## src/hdl/lstri_pkg.sv

```systemverilog
// ----------------------------------------------------------------------------
// lstri_pkg: shared types and constants of the lazy segment tree
// Field widths, controller command codes and the command/status structs
// that join the controller and the datapath.
// ----------------------------------------------------------------------------
package lstri_pkg;

    // Fixed widths of the channel fields and the size register.
    localparam int unsigned POS_FW   = 11;
    localparam int unsigned COUNT_FW = 32;

    // Size register value after reset.
    localparam logic [POS_FW-1:0] SIZE_RESET = 11'd1024;

    // Input opcodes.
    localparam logic OP_INC   = 1'b0;
    localparam logic OP_QUERY = 1'b1;

    // Memory read commands.
    localparam logic [1:0] RD_NONE = 2'd0;
    localparam logic [1:0] RD_NODE = 2'd1;
    localparam logic [1:0] RD_KIDS = 2'd2;

    // Memory write commands.
    localparam logic [2:0] WR_NONE  = 3'd0;
    localparam logic [2:0] WR_INC   = 3'd1;
    localparam logic [2:0] WR_KID_A = 3'd2;
    localparam logic [2:0] WR_KID_B = 3'd3;
    localparam logic [2:0] WR_SELF  = 3'd4;
    localparam logic [2:0] WR_CLR   = 3'd5;

    // Walk register commands.
    localparam logic [2:0] STEP_NONE  = 3'd0;
    localparam logic [2:0] STEP_LOAD  = 3'd1;
    localparam logic [2:0] STEP_SPLIT = 3'd2;
    localparam logic [2:0] STEP_LEFT  = 3'd3;
    localparam logic [2:0] STEP_RIGHT = 3'd4;
    localparam logic [2:0] STEP_POP   = 3'd5;

    typedef struct packed {
        logic [1:0] rd;
        logic [2:0] wr;
        logic [2:0] step;
        logic       load_out;
        logic       clr_step;
    } cmd_t;

    typedef struct packed {
        logic is_query_in;
        logic inc_empty_in;
        logic disjoint;
        logic full;
        logic leaf;
        logic pend_zero;
        logic go_left;
        logic stack_empty;
        logic clr_last;
    } status_t;

endpackage

```

## src/hdl/lstri_ctrl.sv

```systemverilog
// ----------------------------------------------------------------------------
// lstri_ctrl: segment tree controller
// State machine that sequences the clearing sweep, range increments and
// point queries, and owns both channel handshakes.
// ----------------------------------------------------------------------------
module lstri_ctrl (
    input  logic                clk,
    input  logic                rst_n,
    input  logic                in_valid,
    output logic                in_ready,
    output logic                out_valid,
    input  logic                out_ready,
    input  lstri_pkg::status_t  status,
    output lstri_pkg::cmd_t     cmd
);

    localparam logic [2:0] S_CLEAR  = 3'd0;
    localparam logic [2:0] S_IDLE   = 3'd1;
    localparam logic [2:0] S_VISIT  = 3'd2;
    localparam logic [2:0] S_EVAL   = 3'd3;
    localparam logic [2:0] S_PUSH_A = 3'd4;
    localparam logic [2:0] S_PUSH_B = 3'd5;
    localparam logic [2:0] S_PUSH_S = 3'd6;
    localparam logic [2:0] S_QLEAF  = 3'd7;

    logic [2:0] state_reg, state_next;
    logic       mode_q_reg, mode_q_next;
    logic       out_valid_reg, out_valid_next;
    logic [2:0] descend;

    always_ff @(posedge clk or negedge rst_n)
    begin
        if (!rst_n)
        begin
            state_reg     <= S_CLEAR;
            mode_q_reg    <= 1'b0;
            out_valid_reg <= 1'b0;
        end
        else
        begin
            state_reg     <= state_next;
            mode_q_reg    <= mode_q_next;
            out_valid_reg <= out_valid_next;
        end
    end

    // Query steps toward its position; an increment splits and stacks the right child.
    always_comb
    begin
        if (mode_q_reg)
        begin
            descend = status.go_left ? lstri_pkg::STEP_LEFT : lstri_pkg::STEP_RIGHT;
        end
        else
        begin
            descend = lstri_pkg::STEP_SPLIT;
        end
    end

    // Next state and command decode.
    always_comb
    begin
        state_next   = state_reg;
        mode_q_next  = mode_q_reg;
        in_ready     = 1'b0;
        cmd.rd       = lstri_pkg::RD_NONE;
        cmd.wr       = lstri_pkg::WR_NONE;
        cmd.step     = lstri_pkg::STEP_NONE;
        cmd.load_out = 1'b0;
        cmd.clr_step = 1'b0;
        case (state_reg)
            S_CLEAR:
            begin
                cmd.wr       = lstri_pkg::WR_CLR;
                cmd.clr_step = 1'b1;
                if (status.clr_last)
                begin
                    state_next = S_IDLE;
                end
            end
            S_IDLE:
            begin
                in_ready = 1'b1;
                if (in_valid)
                begin
                    cmd.step    = lstri_pkg::STEP_LOAD;
                    mode_q_next = status.is_query_in;
                    if (status.is_query_in || !status.inc_empty_in)
                    begin
                        state_next = S_VISIT;
                    end
                end
            end
            S_VISIT:
            begin
                if (mode_q_reg)
                begin
                    cmd.rd     = lstri_pkg::RD_NODE;
                    state_next = status.leaf ? S_QLEAF : S_EVAL;
                end
                else if (status.disjoint)
                begin
                    if (status.stack_empty)
                    begin
                        state_next = S_IDLE;
                    end
                    else
                    begin
                        cmd.step = lstri_pkg::STEP_POP;
                    end
                end
                else
                begin
                    cmd.rd     = lstri_pkg::RD_NODE;
                    state_next = S_EVAL;
                end
            end
            S_EVAL:
            begin
                if (!mode_q_reg && status.full)
                begin
                    cmd.wr = lstri_pkg::WR_INC;
                    if (status.stack_empty)
                    begin
                        state_next = S_IDLE;
                    end
                    else
                    begin
                        cmd.step   = lstri_pkg::STEP_POP;
                        state_next = S_VISIT;
                    end
                end
                else if (status.pend_zero)
                begin
                    cmd.step   = descend;
                    state_next = S_VISIT;
                end
                else
                begin
                    cmd.rd     = lstri_pkg::RD_KIDS;
                    state_next = S_PUSH_A;
                end
            end
            S_PUSH_A:
            begin
                cmd.wr     = lstri_pkg::WR_KID_A;
                state_next = S_PUSH_B;
            end
            S_PUSH_B:
            begin
                cmd.wr     = lstri_pkg::WR_KID_B;
                state_next = S_PUSH_S;
            end
            S_PUSH_S:
            begin
                cmd.wr     = lstri_pkg::WR_SELF;
                cmd.step   = descend;
                state_next = S_VISIT;
            end
            S_QLEAF:
            begin
                if (!out_valid_reg || out_ready)
                begin
                    cmd.load_out = 1'b1;
                    state_next   = S_IDLE;
                end
            end
            default:
            begin
                state_next = S_IDLE;
            end
        endcase
    end

    // Result beat valid flag.
    always_comb
    begin
        out_valid_next = out_valid_reg;
        if (cmd.load_out)
        begin
            out_valid_next = 1'b1;
        end
        else if (out_ready)
        begin
            out_valid_next = 1'b0;
        end
    end

    assign out_valid = out_valid_reg;

endmodule

```

## config.mk

```make
export PLATFORM = sky130hd
export DESIGN_NAME = lstri_ctrl
export DESIGN_NICKNAME = d
export VERILOG_FILES = /design/src/hdl/lstri_pkg.sv /design/src/hdl/lstri_ctrl.sv
export SDC_FILE = /design/constraint.sdc
export NUM_CORES = 1
export LEC_CHECK = 0
export ABC_CLOCK_PERIOD_IN_PS = 1400
export BUFFER_PORTS_ARGS = -buffer_cell sky130_fd_sc_hd__clkbuf_2
export CORE_AREA = 3 3 40 42
export CTS_BUF_LIST = sky130_fd_sc_hd__clkbuf_4 sky130_fd_sc_hd__clkbuf_8
export CTS_CLUSTER_SIZE = 30
export DETAILED_ROUTE_END_ITERATION = 6
export DIE_AREA = 0 0 43 45
export PLACE_DENSITY = 0.7
export SLEW_MARGIN = 20
export SYNTH_ARGS = -nofsm -noshare
export SYNTH_HDL_FRONTEND = slang
export SYNTH_SLANG_ARGS = --single-unit
```

## constraint.sdc

```tcl
create_clock -name clk -period 1.4 [get_ports clk]
set_input_delay 0.14 -clock clk [delete_from_list [all_inputs] [get_ports clk]]
set_output_delay 0.14 -clock clk [all_outputs]
set_load 0.05 [all_outputs]
```

==> flow_summary.toml <==
[outcome]
outcome = "finished, violations left"
violations = "negative setup slack"

[global_routing]
grt_usage_pct = 26.7
grt_use_met1_pct = 32.8
grt_pass1_vias = 838
overflow = 0
use_met2_pct = 45.2
busiest_layer = "met2"
antenna_found_initial = 0
grt_pass1_wl_um = 3830
grt_start_max_net_pins = 9
use_met3_pct = 3.19

[cts]
clkSinkCount = 5
clock_latency_ns = 0.24
cts_max_level = 1
numCtsBuffers = 3
clk_pin_slew_ns = 0.05
cts_tree = "yes"
cts_root_buffer = "clkbuf_4"
clockBufferDepth = 2

[placed_design]
port_buffers = 24
dp.cells = 123
gp_congestion = 0.885
place_ws_ns = -0.183
dp_hpwl_um = 1320

[yosys]
synth_edf_count = 0
syn_inst = 69
synth.area.top_cells = "dfrtp_1 (23%), nor2_1 (7.0%), buf_6 (6.3%)"
yosys.area.top_type = "dfrtp_1"
synth_ff_type = "dfrtp_1"
synth_top_area_share_pct = 23.4
syn_area_per_cell_um2 = 7.74
synth_area_um2 = 534
ys_seq_elements = 5
synth-async-reset-ratio_pct = 100
syn-num-nets = 82
synth.distinct_cells = 33
yosysSeqAreaShare_pct = 23.4
synth_warnings = 0

[die]
core_area_um2 = 1280
die_w_um = 43
dieArea_um2 = 1940
placementRows = 13
fp.dieH_um = 45
start_util_pct = 41.6
io_pins = 25

[critical_path]
crit_path_end_kind = "output pin"
cp_cell_sequence = "nor3b_2 > a31oi_1 > a2111oi_1 > a211o_2 > clkbuf_16"
cp_max_fo = 2
rrSetupSlack_ns = -0.11
reg2regPathDepth = 5
arrival_ns = 1.74
startpoint_type = "register"
worstReg2RegStart = "mode_q_reg$_DFFE_PN0P_"
startpoint = "mode_q_reg$_DFFE_PN0P_"
cp_slowest_stage_delay_ns = 0.41
crit_type = "reg2out"
endpoint = "cmd[2]"
cp_slowest_cell = "dfrtp_1"
r2r-end = "state_reg[1]$_DFFE_PN0P_"
crit_required_ns = 1.26

[sta]
final.min_clock_period_ns = 1.88
slew_headroom_pct = 73.5
drv_slew = 0
worst_slew_pin_slew_ns = 0.396
finalWorstSetupSlack_ns = -0.479
finalHoldViolations = 0
setup-violations-final = 13
hold_slack_ns = 0.175
rsz0062_at_grt = "yes"
period_share_pct = 134
fmax_ghz = 0.532
fin_skew_ns = 0.00443

[drt]
vias = 827
first_iter_violations = 51
drt-wirelength-per-cell_um = 21.8
antenna_left = 0
totalWireLength_um = 2920
firstDrtPassIters = 4
viasPerCell = 6.17
drcViolationCount = 0

[pwr]
p_per_area_nw_per_um2 = 2990
vdd.ir_drop.worst_v = 0.00263
p_leak_uw = 0.000552

[finish]
fill_cells = 51
nNetsFinal = 133
largest_reg_flops = 3
multi_input_area_um2 = 495
antenna_cells = 0
stdcell_count = 134
fin_util_pct = 91.4
layout-drive-gt1-share_pct = 70.6
area_growth_pct = 120
ff_latch_area_um2 = 128

[hold_path]
hold_path_class = "in2reg"

[flow_run]
maxCapViolCount = 0
==> Yosys cell counts, drive strengths merged, types with 2 or more instances <==
cell type   n
nor2       10
nand2b      7
a21oi       6
nand2       6
buf         5
dfrtp       5
inv         4
o21ai       3
a31oi       2
nand3       2
nor2b       2
nor3        2
nor3b       2
==> worst min path at each step <==
stage                             end       from  slack [ns]  depth (start not counted)
2_1_floorplan  mode_q_reg$_DFFE_PN0P_      rst_n       -0.16                          0
3_3_place_gp    out_valid$_DFFE_PN0P_      rst_n       -0.04                          1
3_5_place_dp    out_valid$_DFFE_PN0P_      rst_n       -0.03                          1
4_1_cts        mode_q_reg$_DFFE_PN0P_  status[8]        0.17                          2
5_1_grt        mode_q_reg$_DFFE_PN0P_  status[8]        0.17                          2
6_report       mode_q_reg$_DFFE_PN0P_  status[8]        0.17                          2
==> what timing repair did <==
action / in CTS / in global routing
setup endpoints to repair: 13 / 14
pin swaps: 6 / 5
setup buffers: 3 / 5
hold buffers: 1 / 0
gates resized for setup: 44 / 19
endpoints found under the hold margin: 5 / 0
==> cells by family (layout without fill, tap and decap cells) <==
kind of cell,Yosys count,count (layout),share of synthesized area [%]
and+or+nand+nor,35,35,39.3
AOI/OAI and AO/OA,19,19,23.7
buffers and inverters,9,59,11.5
DFF,5,5,23.4
muxes,1,1,2.11
==> where the power goes <==
part           switching, uW  internal [uW]  leakage (uW)  total [uW]
Sequential               119            218     0.0000606         338
Combinational           1620           1360      0.000473        2980
Clock                   59.7            127     0.0000184         187
==> worst max-delay path, delay by kind of cell (launching register included) <==
family | cells | cell delay (ns)
simple gates | 1 | 0.26
compound gates | 3 | 0.67
buf+inv | 1 | 0.16
flops | 1 | 0.41
==> layer usage <==
| layer | vias to the layer above | part of all wire (%) |
|---|---|---|
| met4 | 0 | 4.2 |
| met5 | - | 0 |
| met2 | 85 | 50 |
| li1 | 344 | - |
| met1 | 381 | 33 |
| met3 | 17 | 13 |
==> cell type report <==
class,instances,share of cell area (%)
repair buffers,51,41.3
multi-input cells,55,42.2
flip-flops and latches,5,10.9
inverters,4,1.49
well taps,15,1.60
clock buffers,4,2.56
==> stage by stage <==
stage	cell area [um^2]	setup TNS, ns	power, uW
6_report	1170	-2.46	3510
5_1_grt	1170	-2.98	3630
4_1_cts	1090	-1.67	3060
3_5_place_dp	835	-0.524	2290
3_3_place_gp	835	-0.388	2260
2_1_floorplan	577	-0.177	1670
==> layout by cell type (no fill, tap or decap), types with 2 or more instances in the layout <==
| cell | n |
|---|---|
| nand2b_1 | 3 |
| clkbuf_4 | 5 |
| buf_4 | 17 |
| clkbuf_16 | 2 |
| a21oi_1 | 4 |
| buf_8 | 6 |
| o21ai_0 | 2 |
| nor3b_2 | 2 |
| nand2b_4 | 4 |
| nor2_1 | 4 |
| clkbuf_2 | 13 |
| nor2_2 | 2 |
| nor2b_1 | 2 |
| nor3_4 | 2 |
| nand3_1 | 2 |
| dfrtp_2 | 2 |
| nor2_4 | 4 |
| inv_1 | 2 |
| nand2_1 | 3 |
| a21oi_4 | 2 |
| dfrtp_1 | 3 |
| buf_6 | 9 |
| nand2_4 | 2 |
(Power assumes the default switching activity.)
